===== config.mk =====
export PLATFORM = sky130hd
export DESIGN_NAME = npc_dist
export DESIGN_NICKNAME = d
export VERILOG_FILES = /design/src/rtl/npc_pkg.sv /design/src/rtl/npc_dist.sv
export SDC_FILE = /design/constraint.sdc
export NUM_CORES = 1
export LEC_CHECK = 0
export BUFFER_PORTS_ARGS = -buffer_cell sky130_fd_sc_hd__buf_2
export CORE_MARGIN = 5
export CORE_UTILIZATION = 60
export DETAILED_ROUTE_END_ITERATION = 8
export PLACE_DENSITY = 0.83
export REMOVE_ABC_BUFFERS = 1
export SETUP_SLACK_MARGIN = 0.15
export SKIP_CTS_REPAIR_TIMING = 1
export SYNTH_ARGS = -nofsm -noshare
export SYNTH_HDL_FRONTEND = slang
export SYNTH_SLANG_ARGS = --single-unit
export TNS_END_PERCENT = 10

===== constraint.sdc =====
create_clock -name clk -period 1.2 [get_ports clk]
set_input_delay 0.24 -clock clk [delete_from_list [all_inputs] [get_ports clk]]
set_output_delay 0.24 -clock clk [all_outputs]
set_load 0.03 [all_outputs]

===== src/rtl/npc_pkg.sv =====
package npc_pkg;

    localparam int MAX_ENTRIES = 256;
    localparam int ADDR_W      = $clog2(MAX_ENTRIES);
    localparam int LEN_W       = $clog2(MAX_ENTRIES + 1);

    localparam int CFG_W   = 9;
    localparam int IDX_W   = 8;
    localparam int COLOR_W = 24;
    localparam int CH_W    = 8;
    localparam int SQ_W    = 2 * CH_W;
    localparam int DIST_W  = 18;

    localparam logic [CFG_W-1:0]  LEN_RESET  = 9'd256;
    localparam logic [DIST_W-1:0] DIST_START = 18'd195075;

    localparam logic OP_WRITE  = 1'b0;
    localparam logic OP_SEARCH = 1'b1;

    localparam logic [COLOR_W-1:0] RED_MASK   = 24'hFF0000;
    localparam logic [COLOR_W-1:0] GREEN_MASK = 24'h00FF00;
    localparam logic [COLOR_W-1:0] BLUE_MASK  = 24'h0000FF;

    typedef struct packed {
        logic               opcode;
        logic [IDX_W-1:0]   entry_index;
        logic [COLOR_W-1:0] color;
    } in_word_t;

    typedef struct packed {
        logic [IDX_W-1:0]  match_index;
        logic              found;
        logic [DIST_W-1:0] best_distance;
    } out_word_t;

    // squared channel differences of one palette entry
    typedef struct packed {
        logic              v;
        logic [ADDR_W-1:0] idx;
        logic [SQ_W-1:0]   sq_r;
        logic [SQ_W-1:0]   sq_g;
        logic [SQ_W-1:0]   sq_b;
    } dist_t;

    function automatic logic [CH_W-1:0] abs_diff(input logic [CH_W-1:0] a,
                                                 input logic [CH_W-1:0] b);
        abs_diff = (a > b) ? (a - b) : (b - a);
    endfunction

    function automatic logic [CH_W-1:0] red_of(input logic [COLOR_W-1:0] c);
        red_of = CH_W'((c & RED_MASK) >> 16);
    endfunction

    function automatic logic [CH_W-1:0] green_of(input logic [COLOR_W-1:0] c);
        green_of = CH_W'((c & GREEN_MASK) >> 8);
    endfunction

    function automatic logic [CH_W-1:0] blue_of(input logic [COLOR_W-1:0] c);
        blue_of = CH_W'(c & BLUE_MASK);
    endfunction

endpackage


===== src/rtl/npc_dist.sv =====
module npc_dist (
    input  logic                        clk,
    input  logic                        rst_n,
    input  logic                        in_v,
    input  logic [npc_pkg::ADDR_W-1:0]  in_idx,
    input  logic [npc_pkg::COLOR_W-1:0] entry,
    input  logic [npc_pkg::COLOR_W-1:0] target,
    output npc_pkg::dist_t              terms
);
    import npc_pkg::*;

    logic [CH_W-1:0]   d_r, d_g, d_b;
    logic              v_reg;
    logic [ADDR_W-1:0] idx_reg;
    logic [SQ_W-1:0]   sq_r_reg;
    logic [SQ_W-1:0]   sq_g_reg;
    logic [SQ_W-1:0]   sq_b_reg;

    assign d_r = abs_diff(red_of(entry), red_of(target));
    assign d_g = abs_diff(green_of(entry), green_of(target));
    assign d_b = abs_diff(blue_of(entry), blue_of(target));

    always_ff @(posedge clk or negedge rst_n)
    begin
        if (!rst_n)
        begin
            v_reg <= 1'b0;
        end
        else
        begin
            v_reg <= in_v;
        end
    end

    // 8x8 squares, one per channel
    always_ff @(posedge clk)
    begin
        idx_reg  <= in_idx;
        sq_r_reg <= SQ_W'(d_r * d_r);
        sq_g_reg <= SQ_W'(d_g * d_g);
        sq_b_reg <= SQ_W'(d_b * d_b);
    end

    assign terms = {v_reg, idx_reg, sq_r_reg, sq_g_reg, sq_b_reg};

endmodule


After elaboration in Yosys (flattened, before gate mapping)
Cells that the tools add are included.

Register bits after elaboration: 57. Input bits: 59. Output and inout bits: 57. Logic and storage cells: 20.

Add/subtract/negate cells: 6. Multipliers: 3. Magnitude comparators: 3. Multiplexer cells: 3.

Operator list (number): $mul 8x8->16 (3); $sub 8x8->8 (6); $gt 8x8->1 (3); $mux 8 (3).

Logic depth before layout (Yosys ltp)
Gate-level depths: netlist (run 1).

Depth after elaboration: 3. Depth in mapped cells: 28. Mapped depth without buffers: 28.

Worst setup path after synthesis (run 1)
Ideal clock, no wire load.

Path kind: input to register. Start: input port entry[16] in the netlist's numbering. End: register sq_r_reg[14]. Setup time: 0.072 ns. Arrival: 6.050 ns. Required time: 1.128 ns. Path slack: -4.922 ns. Stages on the path: 24. Path buffers: 0. Cells stage by stage: inv_1 -> ha_1 -> inv_1 -> fa_1 -> a211oi_1 -> nor3_2 -> o21ai_4 -> mux2i_1 -> xor2_2 -> or2_2 -> inv_1 -> fa_1 -> fa_1 -> inv_1 -> fa_1 -> fa_1 -> inv_1 -> ha_1 -> a21o_1 -> a221o_1 -> a311oi_1 -> o21bai_1 -> a21oi_1 -> xnor2_1.

Cells in the longest elaborated chain, start to end: 3. Elaborated cells between the ends (all ways): 5. Classes of those cells: add/sub: 2; mul: 1; order compare: 1; mux: 1.

RTL lines: from (decl) (RTL line npc_dist.sv:6) `input logic [npc_pkg::COLOR_W-1:0] entry,`; $sub 8x8->8 / $gt 8x8->1 (equally long branches) (RTL line npc_pkg.sv:47) `abs_diff = (a > b) ? (a - b) : (b - a);`; $mux 8 (*) (RTL line npc_pkg.sv:47); $mul 8x8->16 (*) (RTL line npc_dist.sv:39) `sq_r_reg <= SQ_W'(d_r * d_r);`; to (signal assigned) (RTL line npc_dist.sv:39); to (decl) (RTL line npc_dist.sv:15) `logic [SQ_W-1:0] sq_r_reg;`.

Every way passes the cells marked *; elsewhere a longest branch is shown, timed or not.

Worst setup path after layout (run 1)
Start: input port entry[18] in the netlist's numbering. End: register sq_r_reg[14].

The elaborated chain is that of the path after synthesis.

==> impl_metrics.csv, run 1 <==
group,metric,value,unit
outcome,status,"complete, but fails checks",
outcome,violations,"negative setup slack",
finish,nets,1607,
cts,cts_buffers,5,
logic_synthesis,synth_top_area_share,20.05,%
cts,htree_levels,2,
logic_synthesis,synth_cell_types,80,
die,fp.dieH,127.6,um
logic_synthesis,yosys.area_share.simple,12.98,%
sta,period_share,527.7,%
sta,rsz0062_at_grt,"true",
logic_synthesis,yosysMostFrequentCell,"inv_1",
placed_design,place_inst,1483,
sta,max_clock_freq,157.9,MHz
cts,clockBufferDepth,2,
global_route,grt_max_degree,19,
logic_synthesis,synth_top_area_cell,"ha_1",
route,vias_per_cell,6.154,
route,drcViolationCount,0,
placed_design,gp_congestion,0.9162,
logic_synthesis,synth_edf_count,0,
logic_synthesis,avgSynthCellArea,8.809,um^2
route,dr.pass1.iters,7,
logic_synthesis,synth_common_cells,"182 x inv_1, 133 x ha_1, 84 x nor2_1",
route,vias,9335,
logic_synthesis,synth.area.top_cells,"ha_1 20%, fa_1 19%, dfxtp_1 13%",
global_route,grt_pass1_vias,8449,
logic_synthesis,syn_inst,942,
logic_synthesis,yosys_warnings,0,
placed_design,pre_cts_ws,-5.301,ns
logic_synthesis,async_flop_share,1.852,%
setup_path,crit_fanout,7,
cts,cts_tree,"built",
finish,n_antenna_cell,0,
sta,drv_slew,0,
finish,area_growth,48.57,%
logic_synthesis,synth-xor-area-share,7.283,%
cts,cts.clk_slew.worst_paths,0.08,ns
route,drtIter0Drc,1250,
logic_synthesis,synth_compound_area_share,15.18,%
die,rows,43,
die,die_area,16280,um^2
die,initial_utilization,60.48,%
sta,fin_ws,-5.132,ns
route,wire_per_inst,22.06,um
finish,instances_no_fill,1517,
cts,cts-root-buf,"clkbuf_16",
sta,finalHoldViolCount,0,
setup_path,timing.critical_path.arrival,6.57,ns
logic_synthesis,netlist_area,8298,um^2
setup_path,cp-startpoint,"entry[18]",
sta,period_needed,6.332,ns
global_route,antenna_found_initial,0,
flow_run,cap_violations,0,
logic_synthesis,synth_top_family_by_area,"adder cells",
sta,tightest_slew,0.5714,ns
logic_synthesis,synthAdderAreaFrac,39.11,%
logic_synthesis,ys_ff_latch,54,
sta,slew_headroom,61.50,%
die,die_x,127.6,um
logic_synthesis,yosys-mux-area-fraction,2.126,%
setup_path,end_kind,"flop",
finish,drive_above_1_share,43.16,%
setup_path,required,1.44,ns
setup_path,critPathLaunchType,"input port",
setup_path,crit_type,"in -> reg",
global_route,grt_overflow,0,
die,core,13720,um^2
route,ant_nets,0,
global_route,grt_usage,27.00,%
cts,cts_num_sinks,54,
worst_hold_path,min_from,"in_idx[5]",
global_route,grt_pass1_wl,36.49,mm
sta,setup_viol,42,
logic_synthesis,synth_ff_type,"dfxtp_1",
logic_synthesis,ys_seq_area_share,13.09,%
worst_hold_path,worstHoldPathType,"in -> reg",
finish,fillers,487,
placed_design,port_buffers,112,
route,wl,33.47,mm
die,ios,116,
placed_design,dp_hpwl,18.61,mm
[final timing paths]
kind                       slack (ns)  depth (start not counted)      endpoint
min in group asynchronous        0.24                          2         v_reg
max in group asynchronous        0.88                          2         v_reg
setup / recovery                -5.13                         26  sq_r_reg[14]
hold / removal                   0.02                          1    idx_reg[5]
[critical path, cell delays in order]
cell and delay, ns:
buf_2 0.10, inv_1 0.06, ha_1 0.34, buf_4 0.20, nand4_1 0.12, o32a_1 0.22
o21ai_4 0.09, buf_12 0.16, a211oi_1 0.46, o21a_1 0.25, nor2_1 0.09, or2_1 0.26
fa_1 0.60, inv_2 0.07, fa_1 0.48, fa_1 0.50, inv_1 0.06, fa_1 0.52
inv_1 0.09, ha_4 0.26, buf_4 0.14, a221o_1 0.41, a311oi_2 0.36, o21bai_1 0.17
a21oi_2 0.18, xnor2_1 0.13
[cell families after synthesis]
kind of cell	Yosys count
simple gates	211
xor+xnor	63
mux	16
compound gates	177
other cells	1
flops	54
buf+inv	208
fa+ha+maj	212
[cell type report]
cell class	count	area (um^2)	area share [%]
clock inverters	3	48.80	0.3958
inverters	185	701.9	5.694
well taps	180	225.2	1.827
repair buffers	408	3100	25.15
flip-flops and latches	54	1090	8.840
clock buffers	5	125.1	1.015
multi-input cells	682	7037	57.08
[layout by cell type, fill, tap and decap left out, types with 7 or more instances in the layout]
cell | netlist | final
inv_1 | 182 | 165
buf_2 | 8 | 57
xor2_1 | 16 | 15
a21o_1 | 23 | 23
o21ai_0 | 27 | 24
ha_4 | 0 | 11
inv_2 | 3 | 17
buf_4 | 6 | 302
or2_2 | 14 | 10
a211oi_1 | 12 | 8
a21oi_1 | 49 | 36
dfxtp_1 | 53 | 50
buf_6 | 4 | 44
xnor2_2 | 4 | 10
nand4_1 | 9 | 9
o21a_1 | 13 | 13
nor2_2 | 4 | 12
mux2i_4 | 1 | 7
fa_1 | 79 | 73
ha_1 | 133 | 119
a21oi_2 | 1 | 9
o21bai_1 | 9 | 9
xnor2_1 | 40 | 34
nand2_1 | 26 | 24
nand2b_1 | 18 | 16
nor2_1 | 84 | 71
[stage by stage]
stage,hold slack (ns),util [%],setup TNS (ns),cell area [um^2]
2_1_floorplan,-0.05559,-,-154.14,8155
3_3_place_gp,0.01401,79.95,-166.62,10970
4_1_cts,-0.3120,81.21,-160.10,11140
3_5_place_dp,0.01628,79.95,-173.25,10970
5_1_grt,0.01579,89.86,-163.13,12330
6_report,0.02405,89.86,-158.04,12330
[per-layer routing]
| metal | share of wire (%) | wire (um) | GRT usage [%] | up-vias |
|---|---|---|---|---|
| li1 | - | - | - | 3858 |
| met3 | 9.8 | 3295 | 4.473 | 362 |
| met2 | 48 | 16100 | 50.94 | 791 |
| met5 | 0 | 0 | 0 | - |
| met4 | 9.4 | 3139 | 11.42 | 0 |
| met1 | 33 | 10940 | 29.70 | 4324 |
Power of run 1 is left out: the tool's default activity adds up to more than one toggle a clock period on the data nets, which glitch-free logic cannot reach.
==> run 2, diff against run 1 <==
--- a/config.mk
+++ b/config.mk
@@ -9,10 +9,9 @@
 export CORE_MARGIN = 5
 export CORE_UTILIZATION = 60
 export DETAILED_ROUTE_END_ITERATION = 8
-export PLACE_DENSITY = 0.83
+export PLACE_DENSITY = 0.87
 export REMOVE_ABC_BUFFERS = 1
 export SETUP_SLACK_MARGIN = 0.15
-export SKIP_CTS_REPAIR_TIMING = 1
 export SYNTH_ARGS = -nofsm -noshare
 export SYNTH_HDL_FRONTEND = slang
 export SYNTH_SLANG_ARGS = --single-unit
==> run 2 against run 1 <==
Effect of this change: the flow now stops in 5_1_grt; synthesized cell count unchanged; area after synthesis unchanged.
==> impl_metrics.csv, run 2 <==
group,metric,value,unit
logic_synthesis,async_flop_share,1.852,%
cts,cts_buffers,5,
logic_synthesis,yosysMostFrequentCell,"inv_1",
logic_synthesis,synth_top_area_share,20.05,%
die,initial_utilization,60.48,%
global_route,grt_usage,72.30,%
die,fp.dieH,127.6,um
placed_design,pre_cts_ws,-5.472,ns
placed_design,gp_congestion,0.9344,
sta,worst_endpoint,"sq_r_reg[14]$_DFF_P_/D",
outcome,lastStage,"5_1_grt",
global_route,grt_overflow,3,
die,rows,43,
logic_synthesis,syn_inst,942,
logic_synthesis,synth_ff_type,"dfxtp_1",
cts,htree_levels,2,
logic_synthesis,synth_edf_count,0,
global_route,grt_max_degree,19,
outcome,tool.error,"[ERROR GRT-0232] Routing congestion too high. Check the congestion heatmap in the GUI.",
placed_design,dp_hpwl,19.78,mm
logic_synthesis,synth_top_area_cell,"ha_1",
die,die_x,127.6,um
cts,cts-root-buf,"clkbuf_16",
outcome,status,"did not finish",
placed_design,port_buffers,112,
logic_synthesis,ys_seq_area_share,13.09,%
logic_synthesis,ys_ff_latch,54,
die,ios,116,
placed_design,place_inst,1475,
logic_synthesis,yosys_warnings,0,
cts,clockBufferDepth,2,
sta,endpoint_type,"register data pin",
logic_synthesis,synth.area.top_cells,"ha_1 20%, fa_1 19%, dfxtp_1 13%",
logic_synthesis,netlist_area,8298,um^2
placed_design,place_area,10920,um^2
logic_synthesis,synth_common_cells,"182 x inv_1, 133 x ha_1, 84 x nor2_1",
cts,cts_num_sinks,54,
logic_synthesis,synth_cell_types,80,
logic_synthesis,avgSynthCellArea,8.809,um^2
-- run 2: stage by stage --
stage	util, %	TNS, ns
3_5_place_dp	79.60	-175.31
2_1_floorplan	-	-154.14
3_3_place_gp	79.60	-165.63
4_1_cts	86.27	-149.47
-- run 2: cells by family after synthesis --
logic type	after synthesis	share of synthesized area, %
XOR/XNOR	63	7.283
AND/OR/NAND/NOR	211	12.98
adder cells (fa/ha/maj)	212	39.11
AO/OA/AOI/OAI	177	15.18
flip-flops	54	13.09
multiplexers	16	2.126
other	1	0.04519
buffers and inverters	208	10.18
-- run 2: what timing repair did --
action | in CTS
endpoints found under the setup margin | 73
gates resized for setup | 137
hold endpoints to repair | 1
pin swaps | 60
hold buffers | 1
setup buffers | 26
cloned | 0
-- run 2: routing by layer --
metal	GRT overflow	GRT usage [%]
met1	0	70.19
met2	3	86.68
met3	0	65.09
met4	0	66.48
met5	0	35.60
==> run 3, diff against run 2 <==
--- a/config.mk
+++ b/config.mk
@@ -7,11 +7,10 @@
 export LEC_CHECK = 0
 export BUFFER_PORTS_ARGS = -buffer_cell sky130_fd_sc_hd__buf_2
 export CORE_MARGIN = 5
-export CORE_UTILIZATION = 60
+export CORE_UTILIZATION = 40
 export DETAILED_ROUTE_END_ITERATION = 8
-export PLACE_DENSITY = 0.87
+export PLACE_DENSITY_LB_ADDON = 0.15
 export REMOVE_ABC_BUFFERS = 1
-export SETUP_SLACK_MARGIN = 0.15
 export SYNTH_ARGS = -nofsm -noshare
 export SYNTH_HDL_FRONTEND = slang
 export SYNTH_SLANG_ARGS = --single-unit
==> run 3 against run 2 <==
Effect of this change: the flow now finishes, with violations (negative setup slack).
==> impl_metrics.csv, run 3 (synthesized netlist as in run 1, its figures left out) <==
group,metric,value,unit
sta,period_share,465.3,%
sta,max_clock_freq,179.1,MHz
cts,cts-root-buf,"clkbuf_16",
setup_path,cp_num_buf_inv,10,
setup_path,crit_slowest_cell,"fa_1",
route,wire_per_inst,12.42,um
cts,clockBufferDepth,2,
setup_path,critPathLaunchType,"input port",
route,drtIter0Drc,204,
global_route,grt_overflow,0,
die,rows,52,
outcome,status,"complete, but fails checks",
sta,drv_slew,0,
sta,whs,0.02310,ns
sta,fin_ws,-4.383,ns
setup_path,path_common_cell,"fa_1",
placed_design,gp_congestion,0.8686,
route,ant_nets,0,
route,wl,20.15,mm
finish,drive_above_1_share,46.05,%
setup_path,required,1.44,ns
finish,area_growth,51.27,%
finish,n_antenna_cell,0,
die,die_area,23730,um^2
route,drcViolationCount,0,
global_route,antenna_found_initial,0,
outcome,violations,"negative setup slack",
finish,final_common_cell,"buf_4",
setup_path,crit_type,"in -> reg",
die,core,20300,um^2
sta,rsz0062_at_grt,"true",
die,ios,116,
setup_path,max_stage_delay,0.50,ns
route,vias_per_cell,4.670,
finish,postLayoutCellArea,12550,um^2
sta,period_needed,5.583,ns
cts,cts_tree,"built",
placed_design,place_area,11150,um^2
cts,cts.clk_slew.worst_paths,0.08,ns
worst_hold_path,worstHoldPathCells,1,
setup_path,crit_fanout,8,
placed_design,dp_hpwl,16.48,mm
worst_hold_path,hold_end,"idx_reg[1]",
die,initial_utilization,40.88,%
sta,finalHoldViolCount,0,
cts,cts_num_sinks,54,
setup_path,timing.critical_path.arrival,5.82,ns
sta,setup_viol,42,
cts,cts_buffers,5,
die,fp.dieH,154.0,um
die,die_x,154.0,um
worst_hold_path,min_from,"in_idx[1]",
finish,nets,1623,
global_route,grt_pass1_vias,7926,
setup_path,end_kind,"flop",
cts,htree_levels,2,
global_route,grt_max_degree,20,
flow_run,cap_violations,0,
finish,final_cell_mix,"290 x buf_4, 156 x inv_1, 114 x ha_1",
worst_hold_path,worstHoldPathType,"in -> reg",
route,vias,7579,
placed_design,port_buffers,112,
global_route,grt_usage,17.01,%
setup_path,path_delay_family,"adder cells",
global_route,grt_pass1_wl,34.68,mm
route,dr.pass1.iters,4,
[run 3: final cells by class]
| type | instances | area, um^2 |
|---|---|---|
| Clock buffer | 5 | 125.1 |
| Multi-Input combinational cell | 682 | 7248 |
| Timing Repair Buffer | 424 | 3019 |
| Fill cell | 1806 | 7747 |
| Inverter | 185 | 706.9 |
| Sequential cell | 54 | 1086 |
| Clock inverter | 3 | 28.78 |
| Tap cell | 270 | 337.8 |
[run 3: worst max path at each step]
| stage | start | to | cells past startpoint |
|---|---|---|---|
| floorplan | entry[16] | sq_r_reg[14] | 24 |
| global placement | entry[16] | sq_r_reg[15] | 27 |
| detailed placement | entry[16] | sq_r_reg[14] | 26 |
| CTS | entry[16] | sq_r_reg[14] | 30 |
| global route | entry[16] | sq_r_reg[14] | 30 |
| finish | entry[16] | sq_r_reg[14] | 29 |
[run 3: per-stage QoR]
step | std cells | TNS, ns | utilization [%] | worst slack (ns)
after floorplan | 921 | -154.14 | - | -4.922
after global placement | 1582 | -168.00 | 54.92 | -5.153
after detailed placement | 1582 | -170.72 | 54.92 | -5.309
after CTS | 1608 | -143.15 | 58.65 | -4.386
after global routing | 1623 | -148.24 | 61.83 | -4.571
final | 1623 | -140.79 | 61.83 | -4.383
[run 3: per-layer routing]
metal / GRT usage, % / share of wire [%] / vias to the layer above
li1: - / - / 3890
met1: 21.74 / 45 / 3584
met2: 30.68 / 51 / 88
met3: 2.108 / 2.9 / 17
met4: 3.701 / 1.4 / 0
met5: 0 / 0 / -
[run 3: repair_timing]
item | 4_1_cts | 5_1_grt
pin swaps | 73 | 63
buffers inserted | 18 | 15
endpoints found under the setup margin | 42 | 42
hold buffers | 1 | 0
endpoints found under the hold margin | 1 | 0
gates cloned | 0 | 0
gates resized for setup | 103 | 119
Power of run 3 is left out for the same reason.
